[config.mk]
export PLATFORM = sky130hd
export DESIGN_NAME = modular_linear_congruence_solver
export DESIGN_NICKNAME = d
export VERILOG_FILES = /design/src/rtl/mlcs_pkg.sv /design/src/rtl/mlcs_divider.sv /design/src/rtl/mlcs_mulmod.sv /design/src/rtl/modular_linear_congruence_solver.sv
export VERILOG_INCLUDE_DIRS = /design/src /design/src/rtl
export SDC_FILE = /design/constraint.sdc
export NUM_CORES = 2
export LEC_CHECK = 0
export BUFFER_PORTS_ARGS = -buffer_cell sky130_fd_sc_hd__buf_2
export CAP_MARGIN = 0
export CORE_MARGIN = 10
export CORE_UTILIZATION = 55
export CTS_BUF_LIST = sky130_fd_sc_hd__clkbuf_16
export DETAILED_ROUTE_END_ITERATION = 16
export MAX_ROUTING_LAYER = met4
export PLACE_DENSITY_LB_ADDON = 0.05
export SLEW_MARGIN = 10
export SYNTH_ARGS = -nofsm -noshare
export SYNTH_HDL_FRONTEND = slang
export SYNTH_HIERARCHICAL = 1
export SYNTH_SLANG_ARGS = --single-unit
[constraint.sdc]
create_clock -name i_clk -period 19.9 [get_ports i_clk]
set_input_delay 0.995 -clock i_clk [delete_from_list [all_inputs] [get_ports i_clk]]
set_output_delay 0.995 -clock i_clk [all_outputs]
set_load 0.05 [all_outputs]
[src/rtl/modular_linear_congruence_solver_defines.svh]
// assertion macros for the congruence solver
`ifndef MODULAR_LINEAR_CONGRUENCE_SOLVER_DEFINES_SVH
`define MODULAR_LINEAR_CONGRUENCE_SOLVER_DEFINES_SVH

// implication checked on every clock edge outside reset
`define MLCS_ASSERT_IMP(lbl, ante, cons) \
    lbl: assert property (@(posedge i_clk) disable iff (!i_rst_n) (ante) |-> (cons)) \
        else $error("assertion failed");

// next-cycle implication checked outside reset
`define MLCS_ASSERT_NEXT(lbl, ante, cons) \
    lbl: assert property (@(posedge i_clk) disable iff (!i_rst_n) (ante) |=> (cons)) \
        else $error("assertion failed");

`endif

[src/rtl/mlcs_pkg.sv]
`timescale 1ns / 1ps
package mlcs_pkg;
    localparam int unsigned FW = 31;
    typedef logic [FW-1:0] t_field;

    typedef enum logic [3:0] {
        ST_IDLE,
        ST_DIV_START,
        ST_DIV_WAIT,
        ST_MUL_START,
        ST_MUL_WAIT,
        ST_CHK_START,
        ST_CHK_WAIT,
        ST_SOL_START,
        ST_SOL_WAIT,
        ST_OUT
    } t_state;

    // divider request and reply
    typedef struct packed {
        logic   start;
        t_field num;
        t_field den;
    } t_div_req;

    typedef struct packed {
        logic   done;
        t_field quo;
        t_field rem;
    } t_div_rsp;

    // modular multiplier request and reply
    typedef struct packed {
        logic   start;
        t_field u;
        t_field v;
        t_field m;
    } t_mul_req;

    typedef struct packed {
        logic   done;
        t_field prod;
    } t_mul_rsp;
endpackage

[src/rtl/mlcs_divider.sv]
`timescale 1ns / 1ps
module mlcs_divider (
    input  logic              i_clk,
    input  logic              i_rst_n,
    input  mlcs_pkg::t_div_req i_req,
    output mlcs_pkg::t_div_rsp o_rsp
);
    import mlcs_pkg::*;

    // restoring divider, one quotient bit per cycle
    logic [FW-1:0]   r_quo, n_quo;
    logic [FW:0]     r_rem, n_rem;
    t_field          r_den, n_den;
    logic [4:0]      r_cnt, n_cnt;
    logic            r_busy, n_busy;
    logic            r_done, n_done;
    logic [FW:0]     w_try;

    always_comb begin
        n_quo  = r_quo;
        n_rem  = r_rem;
        n_den  = r_den;
        n_cnt  = r_cnt;
        n_busy = r_busy;
        n_done = 1'b0;
        w_try  = {r_rem[FW-1:0], r_quo[FW-1]};
        if (i_req.start) begin
            n_quo  = i_req.num;
            n_rem  = '0;
            n_den  = i_req.den;
            n_cnt  = 5'(FW - 1);
            n_busy = 1'b1;
        end else if (r_busy) begin
            if (w_try >= {1'b0, r_den}) begin
                n_rem = w_try - {1'b0, r_den};
                n_quo = {r_quo[FW-2:0], 1'b1};
            end else begin
                n_rem = w_try;
                n_quo = {r_quo[FW-2:0], 1'b0};
            end
            if (r_cnt == '0) begin
                n_busy = 1'b0;
                n_done = 1'b1;
            end else begin
                n_cnt = r_cnt - 5'd1;
            end
        end
    end

    always_ff @(posedge i_clk) begin
        if (!i_rst_n) begin
            r_busy <= 1'b0;
            r_done <= 1'b0;
        end else begin
            r_busy <= n_busy;
            r_done <= n_done;
        end
        r_quo <= n_quo;
        r_rem <= n_rem;
        r_den <= n_den;
        r_cnt <= n_cnt;
    end

    assign o_rsp.done = r_done;
    assign o_rsp.quo  = r_quo;
    assign o_rsp.rem  = r_rem[FW-1:0];
endmodule

[src/rtl/mlcs_mulmod.sv]
`timescale 1ns / 1ps
module mlcs_mulmod (
    input  logic              i_clk,
    input  logic              i_rst_n,
    input  mlcs_pkg::t_mul_req i_req,
    output mlcs_pkg::t_mul_rsp o_rsp
);
    import mlcs_pkg::*;

    // shift-and-add modular multiply, one multiplier bit per cycle;
    // operands must already be below m
    logic [FW-1:0] r_u, n_u;
    logic [FW-1:0] r_v, n_v;
    logic [FW-1:0] r_m, n_m;
    logic [FW-1:0] r_r, n_r;
    logic          r_busy, n_busy;
    logic          r_done, n_done;
    logic [FW:0]   w_sr, w_su;

    always_comb begin
        n_u    = r_u;
        n_v    = r_v;
        n_m    = r_m;
        n_r    = r_r;
        n_busy = r_busy;
        n_done = 1'b0;
        w_sr   = {1'b0, r_r} + {1'b0, r_u};
        w_su   = {1'b0, r_u} + {1'b0, r_u};
        if (i_req.start) begin
            n_u    = i_req.u;
            n_v    = i_req.v;
            n_m    = i_req.m;
            n_r    = '0;
            n_busy = 1'b1;
        end else if (r_busy) begin
            if (r_v == '0) begin
                n_busy = 1'b0;
                n_done = 1'b1;
            end else begin
                if (r_v[0]) begin
                    n_r = (w_sr >= {1'b0, r_m}) ? FW'(w_sr - {1'b0, r_m}) : FW'(w_sr);
                end
                n_u = (w_su >= {1'b0, r_m}) ? FW'(w_su - {1'b0, r_m}) : FW'(w_su);
                n_v = r_v >> 1;
            end
        end
    end

    always_ff @(posedge i_clk) begin
        if (!i_rst_n) begin
            r_busy <= 1'b0;
            r_done <= 1'b0;
        end else begin
            r_busy <= n_busy;
            r_done <= n_done;
        end
        r_u <= n_u;
        r_v <= n_v;
        r_m <= n_m;
        r_r <= n_r;
    end

    assign o_rsp.done = r_done;
    assign o_rsp.prod = r_r;
endmodule

[src/rtl/modular_linear_congruence_solver.sv]
`timescale 1ns / 1ps
// modular linear congruence solver: solves a*y = b (mod m) by extended euclid
// - config: i_cfg_we / i_cfg_data write the 31-bit modulus m (reset value 1);
//   write it only while the block is idle
// - input channel: i_in_valid, o_in_stall, i_coefficient, i_target; a word is
//   accepted when valid is high and stall is low; stall stays high from
//   acceptance until the result word has been taken
// - output channel: o_out_valid, i_out_stall, o_solution, o_no_solution,
//   o_divisor; the result word holds steady while the receiver stalls
// - sequence: each euclid step is one restoring division, with its start state,
//   plus one shift-and-add modular multiply; a quotient at or above m adds a
//   reduction through the divider; then a divisibility check division, a
//   reduction of b/d and a final modular multiply; the multiply stops early
//   once its bezout operand runs out
// - throughput: one word at a time; the shared divider and multiplier set it
// - reset: synchronous active low; clears the sequencer, the handshakes and
//   sets the modulus to 1
module modular_linear_congruence_solver (
    input  logic                 i_clk,
    input  logic                 i_rst_n,
    input  logic                 i_cfg_we,
    input  mlcs_pkg::t_field     i_cfg_data,
    input  logic                 i_in_valid,
    output logic                 o_in_stall,
    input  mlcs_pkg::t_field     i_coefficient,
    input  mlcs_pkg::t_field     i_target,
    output logic                 o_out_valid,
    input  logic                 i_out_stall,
    output mlcs_pkg::t_field     o_solution,
    output logic                 o_no_solution,
    output mlcs_pkg::t_field     o_divisor
);
    import mlcs_pkg::*;
    `include "modular_linear_congruence_solver_defines.svh"

    t_state   r_state, n_state;
    t_field   r_mod;
    t_field   r_b, n_b;
    t_field   r_u, n_u;       // euclid remainder pair
    t_field   r_w, n_w;
    t_field   r_x, n_x;       // bezout coefficients, kept mod m
    t_field   r_xx, n_xx;
    t_field   r_q, n_q;
    t_field   r_sol, n_sol;
    logic     r_none, n_none;
    t_div_req w_dreq;
    t_div_rsp w_drsp;
    t_mul_req w_mreq;
    t_mul_rsp w_mrsp;

    mlcs_divider u_div (.i_clk(i_clk), .i_rst_n(i_rst_n), .i_req(w_dreq), .o_rsp(w_drsp));
    mlcs_mulmod  u_mul (.i_clk(i_clk), .i_rst_n(i_rst_n), .i_req(w_mreq), .o_rsp(w_mrsp));

    always_ff @(posedge i_clk) begin
        if (!i_rst_n) begin
            r_state <= ST_IDLE;
            r_mod   <= FW'(1);
        end else begin
            r_state <= n_state;
            if (i_cfg_we) begin
                r_mod <= i_cfg_data;
            end
        end
        r_b    <= n_b;
        r_u    <= n_u;
        r_w    <= n_w;
        r_x    <= n_x;
        r_xx   <= n_xx;
        r_q    <= n_q;
        r_sol  <= n_sol;
        r_none <= n_none;
    end

    always_comb begin
        n_state = r_state;
        n_b     = r_b;
        n_u     = r_u;
        n_w     = r_w;
        n_x     = r_x;
        n_xx    = r_xx;
        n_q     = r_q;
        n_sol   = r_sol;
        n_none  = r_none;
        w_dreq  = '{start: 1'b0, num: r_u, den: r_w};
        w_mreq  = '{start: 1'b0, u: r_q, v: r_xx, m: r_mod};
        unique case (r_state)
            ST_IDLE: begin
                if (i_in_valid) begin
                    n_u  = i_coefficient;
                    n_w  = r_mod;
                    n_b  = i_target;
                    // x = 1 mod m: zero when m is one or zero
                    n_x  = (r_mod > FW'(1)) ? FW'(1) : '0;
                    n_xx = '0;
                    n_state = ST_DIV_START;
                end
            end
            ST_DIV_START: begin
                if (r_w == '0) begin
                    n_state = ST_CHK_START;
                end else begin
                    w_dreq.start = 1'b1;
                    n_state = ST_DIV_WAIT;
                end
            end
            ST_DIV_WAIT: begin
                if (w_drsp.done) begin
                    n_q = w_drsp.quo;
                    n_u = r_w;
                    n_w = w_drsp.rem;
                    n_state = (r_mod == '0) ? ST_DIV_START : ST_MUL_START;
                end
            end
            ST_MUL_START: begin
                // q reduced mod m; q < m here is not guaranteed on first step
                w_mreq.start = 1'b1;
                w_mreq.u = r_q;
                n_state = ST_MUL_WAIT;
                if (r_q >= r_mod) begin
                    // reuse divider to reduce q
                    w_mreq.start = 1'b0;
                    w_dreq = '{start: 1'b1, num: r_q, den: r_mod};
                    n_state = ST_SOL_WAIT;
                end
            end
            ST_MUL_WAIT: begin
                if (w_mrsp.done) begin
                    n_xx = (r_x >= w_mrsp.prod) ? FW'(r_x - w_mrsp.prod)
                                                : FW'(r_x + (r_mod - w_mrsp.prod));
                    n_x  = r_xx;
                    n_state = ST_DIV_START;
                end
            end
            ST_CHK_START: begin
                if (r_u == '0) begin
                    n_none  = (r_b != '0);
                    n_sol   = '0;
                    n_state = ST_OUT;
                end else begin
                    w_dreq = '{start: 1'b1, num: r_b, den: r_u};
                    n_state = ST_CHK_WAIT;
                end
            end
            ST_CHK_WAIT: begin
                if (w_drsp.done) begin
                    n_none = (w_drsp.rem != '0);
                    n_sol  = '0;
                    if (w_drsp.rem != '0 || r_mod == '0) begin
                        n_state = ST_OUT;
                    end else if (w_drsp.quo >= r_mod) begin
                        // reduce b/d mod m before the multiply
                        n_q = w_drsp.quo;
                        w_dreq = '{start: 1'b1, num: w_drsp.quo, den: r_mod};
                        n_state = ST_SOL_START;
                    end else begin
                        n_q = w_drsp.quo;
                        w_mreq = '{start: 1'b1, u: r_x, v: w_drsp.quo, m: r_mod};
                        n_state = ST_SOL_WAIT;
                    end
                end
            end
            ST_SOL_START: begin
                if (w_drsp.done) begin
                    w_mreq = '{start: 1'b1, u: r_x, v: w_drsp.rem, m: r_mod};
                    n_state = ST_SOL_WAIT;
                end
            end
            ST_SOL_WAIT: begin
                // shared: finishes q reduction during euclid, or final multiply
                if (w_drsp.done) begin
                    n_q = w_drsp.rem;
                    n_state = ST_MUL_START;
                end else if (w_mrsp.done) begin
                    n_sol   = w_mrsp.prod;
                    n_state = ST_OUT;
                end
            end
            ST_OUT: begin
                if (!i_out_stall) begin
                    n_state = ST_IDLE;
                end
            end
            default: n_state = ST_IDLE;
        endcase
    end

    assign o_in_stall    = (r_state != ST_IDLE);
    assign o_out_valid   = (r_state == ST_OUT);
    assign o_solution    = r_sol;
    assign o_no_solution = r_none;
    assign o_divisor     = r_u;

    `MLCS_ASSERT_IMP(a_flag_zero_sol, o_out_valid && o_no_solution, o_solution == '0)
    `MLCS_ASSERT_NEXT(a_out_hold, o_out_valid && i_out_stall,
        o_out_valid && $stable(o_solution) && $stable(o_divisor))
    `MLCS_ASSERT_IMP(a_sol_range, o_out_valid && r_mod != '0, o_solution < r_mod)
endmodule

# After elaboration in Yosys (flattened, before gate mapping)
# Cells that the tools add are included.
# classes
n_addsub	9
n_lt_le_gt_ge	7
n_eq_ne	23
n_mux	76
bitwise	5
reduce_logical	30
# ops
op	count
$mux W31	27
$mux W94	4
$mux W63	5
$pmux W31 S2	4
$pmux W31 S3	2
$pmux W62 S3	1
$sub A31 B31 Y31	5
$logic_not A31 Y1	4
$pmux W62 S2	1
$ge A32 B31 Y1	3
$pmux W32 S3	1
$ge A31 B31 Y1	3
$add A31 B31 Y32	2
$reduce_bool A31 Y1	2
$mux W4	12
$pmux W4 S10	1
$add A31 B31 Y31	1
$gt A31 B1 Y1 const B	1
$eq A4 B3 Y1 const B	4
$mux W1	14
$ne A2 B1 Y1 const B	7
$reduce_and A3 Y1	4
$ne A2 B2 Y1 const B	5
$reduce_and A5 Y1	2
20 further kinds	35
# word_totals
reg_bits	479
input_bits	98
output_inout_bits	65
elab_cells	172

# Longest topological paths before layout
# depth
word_depth	7
mapped_depth	23
ltp_nobuf	21

# Cells and area by module
# The synthesis kept the hierarchy.
# by_module_without_submodules
module	n_inst	cells_each	area_per_inst_um2	seq_area_each_um2
modular_linear_congruence_solver	1	2036	18889.4	7247.0
mlcs_mulmod	1	1091	10103.4	3453.3
mlcs_divider	1	595	5815.6	2622.5

# Worst setup path after synthesis
# Ideal clock, no wire load.
# synth_timing
path_kind	input-to-reg
startpoint	input i_in_valid
endpoint	register r_x[0], enable pin
setup_time_ps	635
arrival_time_ps	6930
required_ps	19265
setup_slack_ps	12335
path_stages	2
n_path_buf	0
path_cell_list	mux2i_1 nor4_1
# synth_via
elab_chain_cells	2
# synth_rtl
element	line	rtl
start, declared	modular_linear_congruence_solver.sv:23	input logic i_in_valid,
$ne A2 B2 Y1 (no source line)	n/a	
$reduce_and A3 Y1 (no source line)	n/a	
end signal, assigned	modular_linear_congruence_solver.sv:67	r_x <= n_x;
end, declared	modular_linear_congruence_solver.sv:41	t_field r_x, n_x;
# Every way passes these cells.
# A chain may end at the register's enable or synchronous reset.

# Final worst setup path
# layout_timing
startpoint	register u_mul.r_u[0]
endpoint	register u_mul.r_r[11]
# layout_via
elab_chain_cells	3
# layout_rtl
element	line	rtl
start, declared	mlcs_mulmod.sv:12	logic [FW-1:0] r_u, n_u;
start signal, assigned	mlcs_mulmod.sv:57	r_u <= n_u;
$add A31 B31 Y32 *	mlcs_mulmod.sv:27	w_sr = {1'b0, r_r} + {1'b0, r_u};
$sub A31 B31 Y31 or $ge A32 B31 Y1 (tied branches)	mlcs_mulmod.sv:41	n_r = (w_sr >= {1'b0, r_m}) ? FW'(w_sr - {1'b0, r_m}) : FW'(w_sr);
$mux W31 *	mlcs_mulmod.sv:41	
end signal, assigned	mlcs_mulmod.sv:60	r_r <= n_r;
end, declared	mlcs_mulmod.sv:15	logic [FW-1:0] r_r, n_r;
# Mark *: on every way between the ends. The rest lies on a longest branch, timed or not.

==> summary.md <==
| Metric | Value |
|---|---|
| # resized after CTS | `0` |
| Cell count after synthesis | `3722` |
| Number of flops mapped to enable cells by yosys | `373` |
| Leak | `15.6 nW` |
| Main synth FF type | `edfxtp_1` |
| Total track usage | `33.6%` |
| Port Buffers | `162` |
| Mapped Area | `34800 um^2` |
| Fmax achieved | `0.148 GHz` |
| Most instantiated library cell after synthesis | `edfxtp_1` |
| Worst hold-check path type | `register to register` |
| Syn avg cell area | `9.35 um^2` |
| Largest net degree at the start of global routing | `95` |
| Routed Antenna Nets | `0` |
| Yosys cell types | `103` |
| Clock sinks | `479` |
| CTS Buf Count | `55` |
| Post-layout nets | `4176` |
| Setup TNS | `0 ps` |
| Post-synth top cells | `373 x edfxtp_1, 358 x nand2_1, 339 x inv_1` |
| Post-CTS Setup Bufs | `0` |
| Endpoints failing hold | `0` |
| Critical path data arrival time | `7290 ps` |
| Register area share after synthesis | `38.3%` |
| Register Area | `13300 um^2` |
| Layout area overhead | `8.81%` |
| Core footprint | `62900 um^2` |
| Leading area contributor after synthesis | `edfxtp_1` |
| Std cell rows | `92` |
| Clock Tree Buf Depth | `3` |
| Clock latency on the worst-skew pair | `630 ps` |
| Post-synth top area share | `32.2%` |
| WL final | `126000 um` |
| Clock skew | `19.3 ps` |
| Antenna violations before repair | `3` |
| Fill cells | `5424` |
| Gpl congestion | `1.06` |
| Syn Nets | `4104` |
| CP Capture Type | `register` |
| Iter 0 DRT Violations | `3741` |
| Ports | `163` |
| Synth Register Bits | `479` |
| Vias in the first global route | `29900` |
| Initial Util | `55.4%` |
| Remaining global-route overflow | `0` |
| Footprint of the multi-input gates | `19400 um^2` |
| Critical Path RT | `20420 ps` |
| Slew Limit Fails | `0` |
| Hold_ws | `448 ps` |
| Setup slack, reg-to-reg | `13140 ps` |
| Die height | `272 um` |
| Fraction of layout cells with a size suffix above 1 | `13.3%` |
| Via Count | `31200` |
| Period utilization | `34.0%` |
| Max cap viols | `0` |
| H-tree depth | `2` |
| # DRC | `0` |
| Status | `finished clean` |
| Cts hold-fix bufs | `0` |
| Startpoint types | `register` |
| Pwr dens | `171 nW/um^2` |
| Die W | `272 um` |
| Slew HR | `17.3%` |
| Worst-margin pin slew | `1240 ps` |
| Yosys warns | `6` |
| RSZ-0062 raised after global routing | `no` |
| VDD IR-drop max | `0.000198 V` |
| Die ar. | `73800 um^2` |
| Reg clk slew, reported paths | `70 ps` |
| First-pass GRT wire length | `186000 um` |
| Drt pass-1 iters | `9` |
| Async SR Flop Fraction | `0%` |
| Root Driver | `clkbuf_16` |
| Cells after DPL | `4583` |
| HPWL after DPL | `95600 um` |
| CTS tree | `built` |
| CP Class | `register to register` |
| Min Tclk post-route | `6760 ps` |
| Crit path max fanout | `23` |
| Vias per cell | `6.65` |
| Wire per inst | `26.8 um` |
| Fin cells | `4689` |
| Setup-failing EPs final | `0` |
| Main area contributors after synthesis | `edfxtp_1 32%, ha_1 9.0%, dfxtp_1 6.1%` |
worst paths after layout:
path / from / to / depth (start not counted)
setup / recovery: u_mul/r_u[0] / u_mul/r_r[11] / 21
hold / removal: u_mul/r_busy / u_mul/r_done / 2
setup reg to reg: u_mul/r_u[0] / u_mul/r_r[11] / 21
hold reg to reg: u_mul/r_busy / u_mul/r_done / 2
worst max-delay path, cell delays in order, from the launching register on:
cell and delay [ps]:
edfxtp_1 430, ha_1 240, fa_1 420, a211o_1 350, a2111oi_0 630, o31a_1 340, or3_1 200, a21oi_2 90
nor3_2 340, o21ai_1 200, xnor2_1 190, ha_1 430, and3_1 350, nand3_1 160, nor4_1 350, a21oi_1 170
a211oi_1 450, a211oi_4 190, buf_4 290, inv_2 360, nand4_1 150, a311oi_1 280
metrics by stage:
step | total power, mW | setup WS, ps | utilization [%] | instance area (um^2)
global placement | 5.28 | 13570 | 57.5 | 36100
finish | 6.48 | 13140 | 60.3 | 37900
CTS | 6.38 | 13330 | 60.3 | 37900
global route | 6.86 | 12710 | 60.3 | 37900
floorplan | 4.37 | 12340 | - | 34800
detailed placement | 5.35 | 13430 | 57.5 | 36100
cell usage in the layout (no fill, tap or decap), drive strengths merged, types with 34 or more instances in the layout:
master,Yosys,final
a221o,34,34
xor2,55,55
a211oi,59,59
o221ai,37,37
a21oi,280,280
o21ai,180,180
xnor2,94,94
fa,35,35
nand2,358,358
nor3,44,44
clkbuf,137,55
dfxtp,106,106
mux2,160,160
inv,341,349
edfxtp,373,373
nor2,261,261
mux2i,53,53
buf,41,196
o22ai,72,72
and3,46,46
nor4,86,86
nor2b,57,57
nand2b,35,35
ha,249,249
a21o,88,88
nand3,61,61
nand4,49,49
per-layer routing:
| metal | vias up | GRT usage (%) | part of all wire, % | wire, um |
|---|---|---|---|---|
| met5 | - | - | 0 | 0 |
| met4 | 0 | 15.1 | 5.0 | 6230 |
| met3 | 327 | 4.92 | 10 | 12700 |
| met2 | 1886 | 52.0 | 45 | 56900 |
| met1 | 15000 | 43.3 | 40 | 49900 |
| li1 | 13900 | - | - | - |
kinds of logic after synthesis:
family          count (synthesis)  share of synthesized area (%)
simple gates                 1062                           14.5
compound gates               1012                           19.5
buf+inv                       523                           6.28
flops                         479                           38.3
fa+ha+maj                     284                           11.0
mux                           213                           6.70
xor+xnor                      149                           3.75
flip-flops by register name, summed over array words and instances, names as in the netlist:
register	flops
r_xx	31
r_q	31
r_w	31
u_div/r_cnt	5
r_state	4
u_div/r_rem	31
o_solution	31
u_div/r_quo	31
o_divisor	31
o_no_solution	1
u_div/r_busy	1
u_mul/r_v	31
r_b	31
u_mul/r_done	1
u_mul/r_r	31
u_mul/r_u	31
u_mul/r_busy	1
r_mod	31
r_x	31
u_div/r_done	1
u_mul/r_m	31
u_div/r_den	31
where the power goes:
part / total [mW] / leakage, nW / switching, mW / internal (mW)
Combinational: 3.67 / 10.2 / 2.26 / 1.41
Clock: 1.00 / 0.870 / 0.456 / 0.547
Sequential: 1.81 / 4.46 / 0.378 / 1.43
layout make-up:
class / instances / area share, %
clock buffers: 55 / 3.63
inverters: 342 / 3.39
clock inverters: 49 / 0.978
flip-flops and latches: 479 / 35.2
repair buffers: 196 / 2.81
well taps: 846 / 2.79
diodes: 2 / 0.0132
multi-input cells: 2720 / 51.2
No activity file was read; power rests on OpenSTA's default activity.
